### src/hw/rtl/led_pkg.sv
// ----------------------------------------------------------------------------
// Line editor package
// Shared types and character codes for the terminal line editor.
// ----------------------------------------------------------------------------
`default_nettype none

package led_pkg;

    // Result action codes.
    typedef enum logic [1:0] {
        ACT_ECHO  = 2'd0,
        ACT_ERASE = 2'd1,
        ACT_BEEP  = 2'd2,
        ACT_END   = 2'd3
    } t_action;

    // Control sequencer states.
    typedef enum logic [1:0] {
        ST_IDLE,
        ST_SPACE,
        ST_WORD,
        ST_DONE
    } t_state;

    // Shift command handed to every character cell.
    typedef struct packed {
        logic push;
        logic pop;
    } t_cell_op;

    // Keyboard codes.
    localparam logic [7:0] CH_KILL  = 8'h15;
    localparam logic [7:0] CH_WORD  = 8'h17;
    localparam logic [7:0] CH_DEL   = 8'h7f;
    localparam logic [7:0] CH_EOF   = 8'h04;
    localparam logic [7:0] CH_SPACE = 8'h20;
    localparam logic [7:0] PRINT_LO = 8'd32;
    localparam logic [7:0] PRINT_HI = 8'd126;

endpackage

`default_nettype wire

### src/hw/rtl/led_rx_if.sv
// ----------------------------------------------------------------------------
// Line editor receive channel
// Carries one received keyboard byte per request.
// ----------------------------------------------------------------------------
`default_nettype none

interface led_rx_if;
    logic       valid;
    logic       ready;
    logic [7:0] rx_char;

    modport source (output valid, output rx_char, input ready);
    modport sink   (input valid, input rx_char, output ready);
endinterface

`default_nettype wire

### src/hw/rtl/led_res_if.sv
// ----------------------------------------------------------------------------
// Line editor result channel
// Carries one editing action with its echo byte, erase count and line length.
// ----------------------------------------------------------------------------
`default_nettype none

interface led_res_if;
    logic              valid;
    logic              ready;
    led_pkg::t_action  action;
    logic [7:0]        echo_char;
    logic [5:0]        erase_count;
    logic [5:0]        line_length;

    modport source (output valid, output action, output echo_char,
                    output erase_count, output line_length, input ready);
    modport sink   (input valid, input action, input echo_char,
                    input erase_count, input line_length, output ready);
endinterface

`default_nettype wire

### src/hw/rtl/led_cell.sv
// ----------------------------------------------------------------------------
// Line editor character cell
// One stage of the line stack: loads from its left neighbor on a push and
// from its right neighbor on a pop, holds otherwise.
// ----------------------------------------------------------------------------
`default_nettype none

module led_cell (
    input  wire logic              i_clk,
    input  wire led_pkg::t_cell_op i_op,
    input  wire logic [7:0]        i_push_char,
    input  wire logic [7:0]        i_pop_char,
    output logic [7:0]             o_char
);

    logic [7:0] r_char;

    // Character storage; contents below the cursor only are ever used.
    always_ff @(posedge i_clk) begin
        if (i_op.push) begin
            r_char <= i_push_char;
        end else if (i_op.pop) begin
            r_char <= i_pop_char;
        end
    end

    assign o_char = r_char;

endmodule

`default_nettype wire

### src/hw/rtl/led_ctrl.sv
// ----------------------------------------------------------------------------
// Line editor controller
// Decodes each received byte, keeps the cursor, steers the cell chain and
// holds the result register.
// ----------------------------------------------------------------------------
`default_nettype none

module led_ctrl #(
    parameter int LINE_CAPACITY = 40
) (
    input  wire logic               i_clk,
    input  wire logic               i_rst_n,
    input  wire logic               i_rx_valid,
    output logic                    o_rx_ready,
    input  wire logic [7:0]         i_rx_char,
    output logic                    o_res_valid,
    input  wire logic               i_res_ready,
    output led_pkg::t_action        o_action,
    output logic [7:0]              o_echo_char,
    output logic [5:0]              o_erase_count,
    output logic [5:0]              o_line_length,
    output led_pkg::t_cell_op       o_cell_op,
    output logic [7:0]              o_push_char,
    input  wire logic [7:0]         i_tail_char
);

    localparam int CW = $clog2(LINE_CAPACITY + 1);

    led_pkg::t_state    r_state,  n_state;
    logic [CW-1:0]      r_cursor, n_cursor;
    logic [CW-1:0]      r_count,  n_count;
    logic               r_out_valid, n_out_valid;
    led_pkg::t_action   r_action, n_action;
    logic [7:0]         r_echo,   n_echo;
    logic [5:0]         r_erase,  n_erase;
    logic [5:0]         r_len,    n_len;
    logic               out_free;
    logic               rx_fire;
    logic               tail_space;
    logic               line_empty;

    // Result fields are six bits wide; wider counts wrap.
    function automatic logic [5:0] fit6(input logic [CW-1:0] v);
        logic [CW+5:0] ext;
        ext = {6'd0, v};
        return ext[5:0];
    endfunction

    assign out_free   = !r_out_valid || i_res_ready;
    assign o_rx_ready = (r_state == led_pkg::ST_IDLE) && out_free;
    assign rx_fire    = i_rx_valid && o_rx_ready;
    assign tail_space = (i_tail_char == led_pkg::CH_SPACE);
    assign line_empty = (r_cursor == '0);

    // Control registers.
    always_ff @(posedge i_clk) begin
        if (!i_rst_n) begin
            r_state     <= led_pkg::ST_IDLE;
            r_cursor    <= '0;
            r_out_valid <= 1'b0;
        end else begin
            r_state     <= n_state;
            r_cursor    <= n_cursor;
            r_out_valid <= n_out_valid;
        end
    end

    // Payload registers.
    always_ff @(posedge i_clk) begin
        r_count  <= n_count;
        r_action <= n_action;
        r_echo   <= n_echo;
        r_erase  <= n_erase;
        r_len    <= n_len;
    end

    // Byte decode, word-erase scan and result loading.
    always_comb begin
        n_state     = r_state;
        n_cursor    = r_cursor;
        n_count     = r_count;
        n_out_valid = r_out_valid && !i_res_ready;
        n_action    = r_action;
        n_echo      = r_echo;
        n_erase     = r_erase;
        n_len       = r_len;
        o_cell_op   = '0;
        o_push_char = i_rx_char;

        case (r_state)
            led_pkg::ST_IDLE: begin
                if (rx_fire) begin
                    n_out_valid = 1'b1;
                    n_echo      = 8'd0;
                    n_erase     = 6'd0;
                    n_len       = fit6(r_cursor);
                    n_action    = led_pkg::ACT_BEEP;
                    case (i_rx_char)
                        led_pkg::CH_DEL: begin
                            if (!line_empty) begin
                                o_cell_op.pop = 1'b1;
                                n_cursor      = r_cursor - 1'b1;
                                n_action      = led_pkg::ACT_ERASE;
                                n_erase       = 6'd1;
                                n_len         = fit6(r_cursor - 1'b1);
                            end
                        end
                        led_pkg::CH_WORD: begin
                            // Result comes out once the scan finishes.
                            n_out_valid = r_out_valid && !i_res_ready;
                            n_action    = r_action;
                            n_echo      = r_echo;
                            n_erase     = r_erase;
                            n_len       = r_len;
                            n_count     = '0;
                            n_state     = led_pkg::ST_SPACE;
                        end
                        led_pkg::CH_KILL: begin
                            n_cursor = '0;
                            n_action = led_pkg::ACT_ERASE;
                            n_erase  = fit6(r_cursor);
                            n_len    = 6'd0;
                        end
                        led_pkg::CH_EOF: begin
                            if (line_empty) begin
                                n_action = led_pkg::ACT_END;
                            end
                        end
                        default: begin
                            if ((i_rx_char inside {[led_pkg::PRINT_LO:led_pkg::PRINT_HI]})
                                && (r_cursor < CW'(LINE_CAPACITY))) begin
                                o_cell_op.push = 1'b1;
                                n_cursor       = r_cursor + 1'b1;
                                n_action       = led_pkg::ACT_ECHO;
                                n_echo         = i_rx_char;
                                n_len          = fit6(r_cursor + 1'b1);
                            end
                        end
                    endcase
                end
            end
            led_pkg::ST_SPACE: begin
                // Drop trailing spaces one per cycle.
                if (!line_empty && tail_space) begin
                    o_cell_op.pop = 1'b1;
                    n_cursor      = r_cursor - 1'b1;
                    n_count       = r_count + 1'b1;
                end else begin
                    n_state = led_pkg::ST_WORD;
                end
            end
            led_pkg::ST_WORD: begin
                // Drop the word itself one character per cycle.
                if (!line_empty && !tail_space) begin
                    o_cell_op.pop = 1'b1;
                    n_cursor      = r_cursor - 1'b1;
                    n_count       = r_count + 1'b1;
                end else begin
                    n_state = led_pkg::ST_DONE;
                end
            end
            led_pkg::ST_DONE: begin
                if (out_free) begin
                    n_out_valid = 1'b1;
                    n_action    = led_pkg::ACT_ERASE;
                    n_echo      = 8'd0;
                    n_erase     = fit6(r_count);
                    n_len       = fit6(r_cursor);
                    n_state     = led_pkg::ST_IDLE;
                end
            end
            default: begin
                n_state = led_pkg::ST_IDLE;
            end
        endcase
    end

    assign o_res_valid   = r_out_valid;
    assign o_action      = r_action;
    assign o_echo_char   = r_echo;
    assign o_erase_count = r_erase;
    assign o_line_length = r_len;

endmodule

`default_nettype wire

### src/hw/rtl/line_edit_discipline.sv
// ----------------------------------------------------------------------------
// Terminal line editor
// Canonical line editing over a stack of character cells.
//
//   Channel   Direction  Fields
//   i_rx      in         rx_char
//   o_res     out        action, echo_char, erase_count, line_length
//
// Echo, single-character erase, line kill, end of input and beep are decoded
// as each request is taken, with the result registered. Word erase removes n
// characters (up to LINE_CAPACITY): the controller pops the cell stack
// one character per cycle while it tests the top cell. A result that is taken
// in the cycle of the next request frees the output register for it; a
// stalled result holds off the next request and the finish of a word erase.
// Synchronous reset empties the line.
// ----------------------------------------------------------------------------
`default_nettype none

module line_edit_discipline #(
    parameter int LINE_CAPACITY = 40
) (
    input  wire logic   i_clk,
    input  wire logic   i_rst_n,
    led_rx_if.sink      i_rx,
    led_res_if.source   o_res
);

    led_pkg::t_cell_op  cell_op;
    logic [7:0]         push_char;
    logic [7:0]         chars [LINE_CAPACITY];

    // Decode and sequencing.
    led_ctrl #(
        .LINE_CAPACITY (LINE_CAPACITY)
    ) u_ctrl (
        .i_clk         (i_clk),
        .i_rst_n       (i_rst_n),
        .i_rx_valid    (i_rx.valid),
        .o_rx_ready    (i_rx.ready),
        .i_rx_char     (i_rx.rx_char),
        .o_res_valid   (o_res.valid),
        .i_res_ready   (o_res.ready),
        .o_action      (o_res.action),
        .o_echo_char   (o_res.echo_char),
        .o_erase_count (o_res.erase_count),
        .o_line_length (o_res.line_length),
        .o_cell_op     (cell_op),
        .o_push_char   (push_char),
        .i_tail_char   (chars[0])
    );

    // Cell chain: cell 0 holds the last character of the line.
    for (genvar k = 0; k < LINE_CAPACITY; k++) begin : g_cell
        logic [7:0] left_char;
        logic [7:0] right_char;

        if (k == 0) begin : g_head
            assign left_char = push_char;
        end else begin : g_body
            assign left_char = chars[k-1];
        end

        if (k == LINE_CAPACITY - 1) begin : g_end
            assign right_char = chars[k];
        end else begin : g_mid
            assign right_char = chars[k+1];
        end

        led_cell u_cell (
            .i_clk       (i_clk),
            .i_op        (cell_op),
            .i_push_char (left_char),
            .i_pop_char  (right_char),
            .o_char      (chars[k])
        );
    end

endmodule

`default_nettype wire

### src/flat_wrapper.sv
// flat-port wrapper written by rule: the top's interface ports become plain ports
module line_edit_discipline_flat 
#(
    parameter int LINE_CAPACITY = 40
)
  (i_clk, i_rst_n, i_rx_valid, i_rx_rx_char, i_rx_ready, o_res_valid, o_res_action, o_res_echo_char, o_res_erase_count, o_res_line_length, o_res_ready);
  led_rx_if i_rx_i ();
  led_res_if o_res_i ();
  input  wire logic i_clk;
  input  wire logic i_rst_n;
  input wire logic [$bits(i_rx_i.valid)-1:0] i_rx_valid;
  input wire logic [$bits(i_rx_i.rx_char)-1:0] i_rx_rx_char;
  output wire logic [$bits(i_rx_i.ready)-1:0] i_rx_ready;
  output wire logic [$bits(o_res_i.valid)-1:0] o_res_valid;
  output wire logic [$bits(o_res_i.action)-1:0] o_res_action;
  output wire logic [$bits(o_res_i.echo_char)-1:0] o_res_echo_char;
  output wire logic [$bits(o_res_i.erase_count)-1:0] o_res_erase_count;
  output wire logic [$bits(o_res_i.line_length)-1:0] o_res_line_length;
  input wire logic [$bits(o_res_i.ready)-1:0] o_res_ready;
  assign i_rx_i.valid = i_rx_valid;
  assign i_rx_i.rx_char = i_rx_rx_char;
  assign i_rx_ready = i_rx_i.ready;
  assign o_res_valid = o_res_i.valid;
  assign o_res_action = o_res_i.action;
  assign o_res_echo_char = o_res_i.echo_char;
  assign o_res_erase_count = o_res_i.erase_count;
  assign o_res_line_length = o_res_i.line_length;
  assign o_res_i.ready = o_res_ready;
  line_edit_discipline #(.LINE_CAPACITY(LINE_CAPACITY)) u_core (.i_clk(i_clk), .i_rst_n(i_rst_n), .i_rx(i_rx_i), .o_res(o_res_i));
endmodule
### config.mk
export PLATFORM = sky130hd
export DESIGN_NAME = line_edit_discipline_flat
export DESIGN_NICKNAME = d
export VERILOG_FILES = /design/src/hw/rtl/led_pkg.sv /design/src/hw/rtl/led_rx_if.sv /design/src/hw/rtl/led_res_if.sv /design/src/hw/rtl/led_cell.sv /design/src/hw/rtl/led_ctrl.sv /design/src/hw/rtl/line_edit_discipline.sv /design/src/flat_wrapper.sv
export SDC_FILE = /design/constraint.sdc
export NUM_CORES = 1
export LEC_CHECK = 0
export ABC_AREA = 0
export BUFFER_PORTS_ARGS = -buffer_cell sky130_fd_sc_hd__buf_2
export CORE_UTILIZATION = 30
export CTS_BUF_LIST = sky130_fd_sc_hd__clkbuf_16
export CTS_CLUSTER_DIAMETER = 80
export DETAILED_ROUTE_END_ITERATION = 6
export GPL_TIMING_DRIVEN = 0
export SETUP_SLACK_MARGIN = 0.3
export SLEW_MARGIN = 20
export SYNTH_ARGS = -nofsm -noshare
export SYNTH_HDL_FRONTEND = slang
export SYNTH_SLANG_ARGS = --single-unit
### constraint.sdc
create_clock -name i_clk -period 83.9 [get_ports i_clk]
set_input_delay 16.78 -clock i_clk [delete_from_list [all_inputs] [get_ports i_clk]]
set_output_delay 16.78 -clock i_clk [all_outputs]
set_load 0.03 [all_outputs]
After elaboration in Yosys (flattened, before gate mapping) --
Cells that the tools add are included.
Cells by class: multiplexer cells 130, reductions and logical operators 24, $add $sub $neg 3, $lt $le $gt $ge 3, equal/unequal tests 17
Operators with widths (count):
- $mux W8 | 81
- $mux W6 | 13
- $pmux W6 S3 | 4
- $pmux W8 S2 | 2
- $pmux W6 S2 | 2
- $pmux W6 S4 | 1
- $mux W2 | 10
- $eq A8 B5 Y1 const B | 2
- $ne A2 B2 Y1 const B | 8
- $pmux W2 S4 | 2
- $reduce_and A5 Y1 | 3
- $add A6 B1 Y6 const B | 2
- $mux W1 | 12
- $eq A8 B3 Y1 const B | 1
- $eq A8 B6 Y1 const B | 1
- $eq A8 B7 Y1 const B | 1
- $ge A8 B6 Y1 const B | 1
- $le A8 B7 Y1 const B | 1
- $logic_and A1 B1 Y1 | 7
- $logic_not A6 Y1 | 1
- $lt A6 B6 Y1 const B | 1
- $sub A6 B1 Y6 const B | 1
- $eq A2 B2 Y1 const B | 2
- $logic_not A1 Y1 | 4
- other kinds (13) | 14
Storage, ports and cells: register bits 357, input port bits 12, output and inout bits 24

Longest topological paths before layout --
Gate-level depths: netlist of the first run.
depth in word-level cells 9, depth in mapped cells 9

Hierarchy --
A second synthesis of the first run with hierarchy kept.
Unflattened totals: cells, all modules 971, area, all modules 17518.1 um2
By module, submodules not included:
- led_cell | cells each 18, area each 377.9 um2, sequential area each 240.2 um2, times used 40
- led_ctrl | cells each 251, area each 2403.6 um2, sequential area each 1021.0 um2, times used 1

Worst setup path before layout of the first run --
Ideal clock, no wire load.
kind input to register, start point in i_rx_rx_char[0], end point reg u_core.g_cell[0].u_cell.r_char[0], enable pin, path slack 43.075 ns, data required time 82.483 ns, cell stages on the path 6, buffers on the path 1, data arrival time 39.408 ns, path through and3_1 clkbuf_1 nand3_1 nor2_1 a31oi_1 o21ai_0
Between the ends: cells in the longest elaborated chain, start to end 8, elaborated cells between the ends (all ways) 16, classes of those cells order compare: 2; eq/ne: 4; mux: 6; reduce/logical: 4
RTL lines:
- start, declared | line flat_wrapper.sv:12 | input wire logic [$bits(i_rx_i.rx_char)-1:0] i_rx_rx_char;
- $ge A8 B6 Y1 / $le A8 B7 Y1 (equally long branches) | line led_ctrl.sv:130 | if ((i_rx_char inside {[led_pkg::PRINT_LO:led_pkg::PRINT_HI]})
- $logic_and A1 B1 Y1 | line led_ctrl.sv:130
- $logic_and A1 B1 Y1 | line led_ctrl.sv:131 | && (r_cursor < CW'(LINE_CAPACITY))) begin
- $mux W1 | line led_ctrl.sv:130
- $mux W1 | line led_ctrl.sv:98 | case (i_rx_char)
- $mux W2 * | line led_ctrl.sv:92 | if (rx_fire) begin
- $mux W1 | line led_ctrl.sv:90 | case (r_state)
- $reduce_bool A2 Y1 (no line) *
- end signal, assigned | line led_cell.sv:21 | r_char <= i_push_char;
- end signal, assigned | line led_cell.sv:23 | r_char <= i_pop_char;
- end, declared | line led_cell.sv:16 | logic [7:0] r_char;
Every way passes the cells marked *; elsewhere a longest branch is shown, timed or not. A chain may end at the register's enable or synchronous reset.

Final worst setup path of the first run --
start point in o_res_ready, end point out i_rx_ready
Between the ends: cells in the longest elaborated chain, start to end 2
RTL lines:
- start, declared | line flat_wrapper.sv:19 | input wire logic [$bits(o_res_i.ready)-1:0] o_res_ready;
- $logic_or A1 B1 Y1 | line led_ctrl.sv:49 | assign out_free = !r_out_valid || i_res_ready;
- $logic_and A1 B1 Y1 | line led_ctrl.sv:50 | assign o_rx_ready = (r_state == led_pkg::ST_IDLE) && out_free;
- end, declared | line flat_wrapper.sv:13 | output wire logic [$bits(i_rx_i.ready)-1:0] i_rx_ready;
Every way passes these cells.

==> impl_results.md, run 1 <==
- Buffers on Ports: 35
- Synth Warn #: 0
- Final period util: around 41%
- HPWL Detailed: around 19000 um
- Die Wd: 237.8 um
- CP peak stage delay: 0.17 ns
- Final Setup Violations: 0
- Final hold vios: 0
- Arr. time, crit path: around 17 ns
- Clk slew on worst S/H paths: 0.06 ns
- Most frequent cell after synthesis: edfxtp_1
- Via count: 7897
- Slew @ Worst Pin: 0.7229 ns
- Chip height: roughly 240 um
- ANT cells: 0
- Initial core utilization: 30.34%
- # fillers: around 5100
- Fmax: about 30 MHz
- Rel. slew slack: 51.81%
- Pwr Density: 25.11 nW/um2
- IO Count: 36
- Post-synthesis cell count: 908
- Cell Area, Synth: 16680 um2
- Clk sink count: roughly 360
- TritonCTS Buffers: 38
- Unrepaired setup endpoints after global routing: false
- Antenna Nets Post-Route: 0
- Clk root buf: clkbuf_16
- Type of the worst min-delay path: flop to flop
- DR vias/cell: 4.452
- Period minus WS final: approximately 34 ns
- Area post-placement: ~18000 um2
- Synth cell count leaders: edfxtp_1, mux2_4, mux2_2, buf_6, nor2_1
- Synth Area per Inst: 18.37 um2
- Residual DRC: 0
- Syn_nets: slightly above 900
- Largest net degree at the start of global routing: 26
- Cts hold-fix bufs: 0
- Lkg Pwr: 6.578 nW
- M1 wire length: 14350 um
- Worst skew pair latency: 0.52 ns
- Crit path max fanout: 3
- Max layer used: met4
- Worst VDD drop: 0.02093 mV
- Worst-case clock skew: 0.01076 ns
- Critical path type: primary input to primary output
- Worst path bufs/invs: 2
- Area share of the largest cell type after synthesis: 62.64%
- Top cell type by total area after synthesis: edfxtp_1
- Core area: ~55000 um2
- First-pass GRT wire length: 46880 um
- Max Cap Viol: 0
- Synth top area cells: edfxtp_1, mux2_4, mux2_2
- Post-synth EDFFs: roughly 350
- Antenna violations before repair: 0
- Crit start category: primary input
- Critical Path RT: 67.12 ns
- Sequential cell area: 10630 um2
- WL final: between 20000 and 30000 um
- Setup_tns: 0 ns
- Drt pass-1 iters: 4
- Met3 WL: 1113 um
- Footprint of the multi-input gates: 5653 um2
- Postcts setup bufs: 0
- Max Transition Viols Final: 0
- Number of core rows: 86
- Ys async rst share: 0%
- Flops & latches, synth: 357
- H-tree levels: 2
- Library cells used by synthesis: 60
- Die area: 56560 um2
- Placer's final routability congestion estimate: 0.8407
- Gr usage total: 10.06%
- PostCTS Resize Cnt: 0
- GRT overflow: 0
- Vias in the first global route: 8391
- Cell family with most CP delay: simple AND/OR/NAND/NOR gates
- WHS: 0.4482 ns
- DRT iter0 DRCs: 490
- Routed length on met2: 12050 um
- Design area: 19440 um2
- CTS tree: yes
- Most used cell, CP: buf_2
- Syn-to-layout area delta: 16.53%
- Synth Flop Type: edfxtp_1
- Setup slack, reg-to-reg: about 80 ns
- CP endpoint kind: primary output
- Post-synthesis sequential area ratio: 63.72%
- Worst-case clock buffer depth: 3
- Routed len/inst: around 16 um
- Status: finished clean
- Layout cell share with drive strength beyond 1: 44.54%
- Worst path slowest cell: buf_2
- Nets: a little over 1000
- Worst path cell trace: buf_2 > nand2b_1 > and2_1 > buf_2
cells by family after synthesis:
family / count (synthesis) / synth area share [%]
compound gates: 70 / 2.760
xor+xnor: 7 / 0.3675
fa+ha+maj: 9 / 0.6750
buf+inv: 52 / 2.490
flops: 357 / 63.72
mux: 314 / 26.75
other cells: 1 / 0.02248
simple gates: 98 / 3.217
per-stage QoR:
step | power (mW) | std cells | worst slack (ns) | utilization [%]
after floorplan | 0.3208 | 908 | 43.08 | -
final | 0.4882 | 1774 | 49.75 | 35.36
after CTS | 0.4942 | 1774 | 49.75 | 35.36
after global placement | 0.3506 | 1691 | 33.80 | 32.36
after detailed placement | 0.3276 | 1707 | 49.75 | 33.17
after global routing | 0.5088 | 1774 | 49.70 | 35.36
layout by cell type (no fill, tap or decap), types with 3 or more instances in the layout:
master,n
o211ai_1,3
o21ai_0,14
a22o_1,5
and3_1,10
nor2_1,28
mux2i_1,3
ha_1,9
o21a_1,3
a31oi_1,6
mux2_4,248
nand2_1,15
buf_2,40
inv_1,16
clkinv_1,9
and2_1,6
dfxtp_1,9
nor3_1,3
bufinv_16,4
nand3_1,9
edfxtp_1,348
a21oi_1,13
nand2b_1,3
a21o_1,4
clkbuf_16,39
clkbuf_1,10
buf_16,15
buf_6,28
clkinv_2,3
mux2_2,63
xnor2_1,5
a211oi_1,4
sequential cells by signal, summed over array words and instances, names as in the netlist:
signal and count:
u_core.g_cell.u_cell.o_char 320, u_core.u_ctrl.o_action 2, u_core.u_ctrl.o_echo_char 8, u_core.u_ctrl.o_erase_count 6, u_core.u_ctrl.o_line_length 6, u_core.u_ctrl.o_res_valid 1
u_core.u_ctrl.r_count 6, u_core.u_ctrl.r_cursor 6, u_core.u_ctrl.r_state 2
worst paths after layout:
check | start | to | cells after the start
worst max register to register | u_core.u_ctrl.r_cursor[0]$_SDFFE_PN0P_ | u_core.g_cell[35].u_cell.o_char[4]$_DFFE_PP_ | 13
worst min register to register | u_core.g_cell[38].u_cell.o_char[7]$_DFFE_PP_ | u_core.g_cell[39].u_cell.o_char[7]$_DFFE_PP_ | 0
worst max-delay path | o_res_ready | i_rx_ready | 4
worst min-delay path | u_core.g_cell[38].u_cell.o_char[7]$_DFFE_PP_ | u_core.g_cell[39].u_cell.o_char[7]$_DFFE_PP_ | 0
routing by layer:
layer	global-route usage, %	vias up
li1	-	3743
met1	15.05	4004
met2	14.80	111
met3	2.117	39
met4	2.209	0
met5	0	-
cell type report:
class,instances,share of cell area (%)
buffer,44,1.982
clock buffer,39,5.020
clock inverter,28,1.171
inverter,8,0.1545
multi-input combinational,499,29.08
sequential,357,54.68
tap,748,4.814
timing repair buffer,51,3.102
where the power goes:
| part | total (mW) | internal [mW] | switching [mW] |
|---|---|---|---|
| Clock | 0.164 | 0.0964 | 0.0680 |
| Sequential | 0.224 | 0.217 | 0.00725 |
| Combinational | 0.0999 | 0.0439 | 0.0561 |
Power figures use the tool's default switching activity.
==> run 2, diff against run 1 <==
Clock period 83.9 ns to 27.7 ns, I/O delays scaled along.
==> run 2 against run 1 <==
Wire length grew 0.83%. Register-to-register slack lost 56 ns. Critical path type unchanged. Final area about the same. Core utilization is essentially flat. Count of clock-buffer cells in the layout stayed put. Sequential power grew to 3.0 times the previous value. Total power increased to 3.0 times the previous value. Combinational power grew to 3.1 times the previous value. Final cell count barely moved. Critical path depth unchanged.
==> impl_results.md, run 2 (synthesis results as in run 1) <==
- Status: finished clean
- Residual DRC: 0
- Switching share of power: between 20% and 30%
- Comb power frac: 20.8%
- # fillers: roughly 5200
- Period minus WS final: 11.68 ns
- Vias in the first global route: approximately 8400
- IO Count: 36
- WHS: around 0.45 ns
- PostCTS Resize Cnt: 0
- Worst skew pair latency: 0.53 ns
- Chip height: 237.8 um
- Internal power: 1.064 mW
- Nets: 1021
- Max reg flops: 320
- Critical Path RT: 22.16 ns
- Worst r2r path cells: 14
- Postcts setup bufs: 0
- Antenna Nets Post-Route: 0
- Design area: around 19000 um2
- DRT iter0 DRCs: 522
- Clk root buf: clkbuf_16
- Via count: 7995
- CTS tree: yes
- WL final: approximately 28000 um
- Largest net degree at the start of global routing: 25
- Worst-case clock skew: 0.01731 ns
- Setup slack, reg-to-reg: 23.48 ns
- Final period util: roughly 42%
- Type of the worst min-delay path: flop to flop
- Critical path type: primary input to primary output
- TritonCTS Buffers: 38
- FF-to-FF Start: u_core.u_ctrl.r_cursor[0]$_SDFFE_PN0P_
- Die area: 56560 um2
- Critical Path End: i_rx_ready
- DR vias/cell: 4.504
- Final Setup Violations: 0
- GRT overflow: 0
- Worst path slowest cell: and2_1
- Rel. slew slack: about half
- Crit path max fanout: 3
- Commonest cells after routing, fill and taps aside: edfxtp_1, mux2_4, mux2_2
- Most used cell, CP: buf_2
- Unrepaired setup endpoints after global routing: false
- Antenna violations before repair: 0
- Cts hold-fix bufs: 0
- Placer's final routability congestion estimate: 0.8485
- Clk pwr share: 32.9%
- First-pass GRT wire length: 47470 um
- Gr usage total: between 10% and 20%
- Worst-case clock buffer depth: 3
- CP endpoint kind: primary output
- Layout cell share with drive strength beyond 1: 44.89%
- Clk sink count: around 360
- Max Cap Viol: 0
- Routed len/inst: approximately 16 um
- Worst path cell trace: buf_2 > nand2b_1 > and2_1 > buf_2
- H-tree levels: 2
- Final hold vios: 0
- Core area: 54990 um2
- Setup_tns: 0 ns
- Number of core rows: between 80 and 90
- Sequential fraction of design power: 46.3%
- Die Wd: 237.8 um
- Clk slew on worst S/H paths: 0.06 ns
- NetSw: 401.3 uW
- CP peak stage delay: ~0.17 ns
- Drt pass-1 iters: 4
- Initial core utilization: 30.34%
- Arr. time, crit path: 6.14 ns
- CP Launch Point: o_res_ready
- Area post-placement: around 18000 um2
- Buffers on Ports: 35
- Worst VDD drop: 0.06574 mV
- Fmax: around 86 MHz
- Lkg Pwr: ~6.6 nW
- HPWL Detailed: 18630 um
- Reg-to-Reg End: u_core.g_cell[12].u_cell.o_char[6]$_DFFE_PP_
- Crit start category: primary input
- Pwr Density: 75.47 nW/um2
- ANT cells: 0
- Syn-to-layout area delta: 16.42%
- Slew @ Worst Pin: 0.7478 ns
- Most common cell after layout, fill and taps aside: edfxtp_1
- Max Transition Viols Final: 0
[run 2: worst min-delay path by stage]
stage                                            startpoint                                           end  slack [ns]  cells past startpoint
4_1_cts        u_core.g_cell[38].u_cell.o_char[1]$_DFFE_PP_  u_core.g_cell[39].u_cell.o_char[1]$_DFFE_PP_        0.46                      0
2_1_floorplan  u_core.g_cell[38].u_cell.o_char[0]$_DFFE_PP_  u_core.g_cell[39].u_cell.o_char[0]$_DFFE_PP_        0.42                      0
5_1_grt        u_core.g_cell[38].u_cell.o_char[2]$_DFFE_PP_  u_core.g_cell[39].u_cell.o_char[2]$_DFFE_PP_        0.46                      0
3_5_place_dp   u_core.g_cell[38].u_cell.o_char[2]$_DFFE_PP_  u_core.g_cell[39].u_cell.o_char[2]$_DFFE_PP_        0.44                      0
6_report       u_core.g_cell[38].u_cell.o_char[1]$_DFFE_PP_  u_core.g_cell[39].u_cell.o_char[1]$_DFFE_PP_        0.45                      0
3_3_place_gp   u_core.g_cell[38].u_cell.o_char[1]$_DFFE_PP_  u_core.g_cell[39].u_cell.o_char[1]$_DFFE_PP_        0.43                      0
[run 2: power groups by stage]
stage / clock network (mW) / registers [mW] / logic, mW
6_report: 0.482 / 0.679 / 0.305
5_1_grt: 0.517 / 0.683 / 0.330
4_1_cts: 0.498 / 0.679 / 0.307
3_5_place_dp: 0 / 0.689 / 0.305
3_3_place_gp: 0 / 0.753 / 0.271
2_1_floorplan: 0 / 0.744 / 0.200
[run 2: layer usage]
metal | track usage [%] | part of all wire [%] | vias to the layer above
met2 | 14.65 | 43 | 140
met5 | 0 | 0 | -
met1 | 15.44 | 51 | 4045
met3 | 2.140 | 3.8 | 63
met4 | 2.913 | 2.4 | 0
li1 | - | - | 3747
[run 2: worst max-delay path, delay by kind of cell]
family,cells,cell delay (ns)
buffers and inverters,2,0.28
and+or+nand+nor,2,0.32
[run 2: layout make-up]
class / instances / area [um2] / area share, %
timing repair buffer: 52 / 630.6 / 3.247
multi-input combinational: 499 / 5653 / 29.11
inverter: 8 / 30.03 / 0.1546
clock buffer: 39 / 975.9 / 5.025
clock inverter: 28 / 181.4 / 0.9341
sequential: 357 / 10630 / 54.73
tap: 748 / 935.9 / 4.819
buffer: 44 / 385.4 / 1.984
[run 2: through the flow]
| step | worst slack, ns | power (mW) | utilization [%] | cells |
|---|---|---|---|---|
| after floorplan | 6.537 | 0.9438 | - | 908 |
| after global placement | 0.4784 | 1.023 | 32.36 | 1691 |
| after detailed placement | 16.03 | 0.9941 | 33.22 | 1708 |
| after CTS | 16.02 | 1.484 | 35.32 | 1775 |
| after global routing | 15.97 | 1.531 | 35.32 | 1775 |
| final | 16.02 | 1.466 | 35.32 | 1775 |
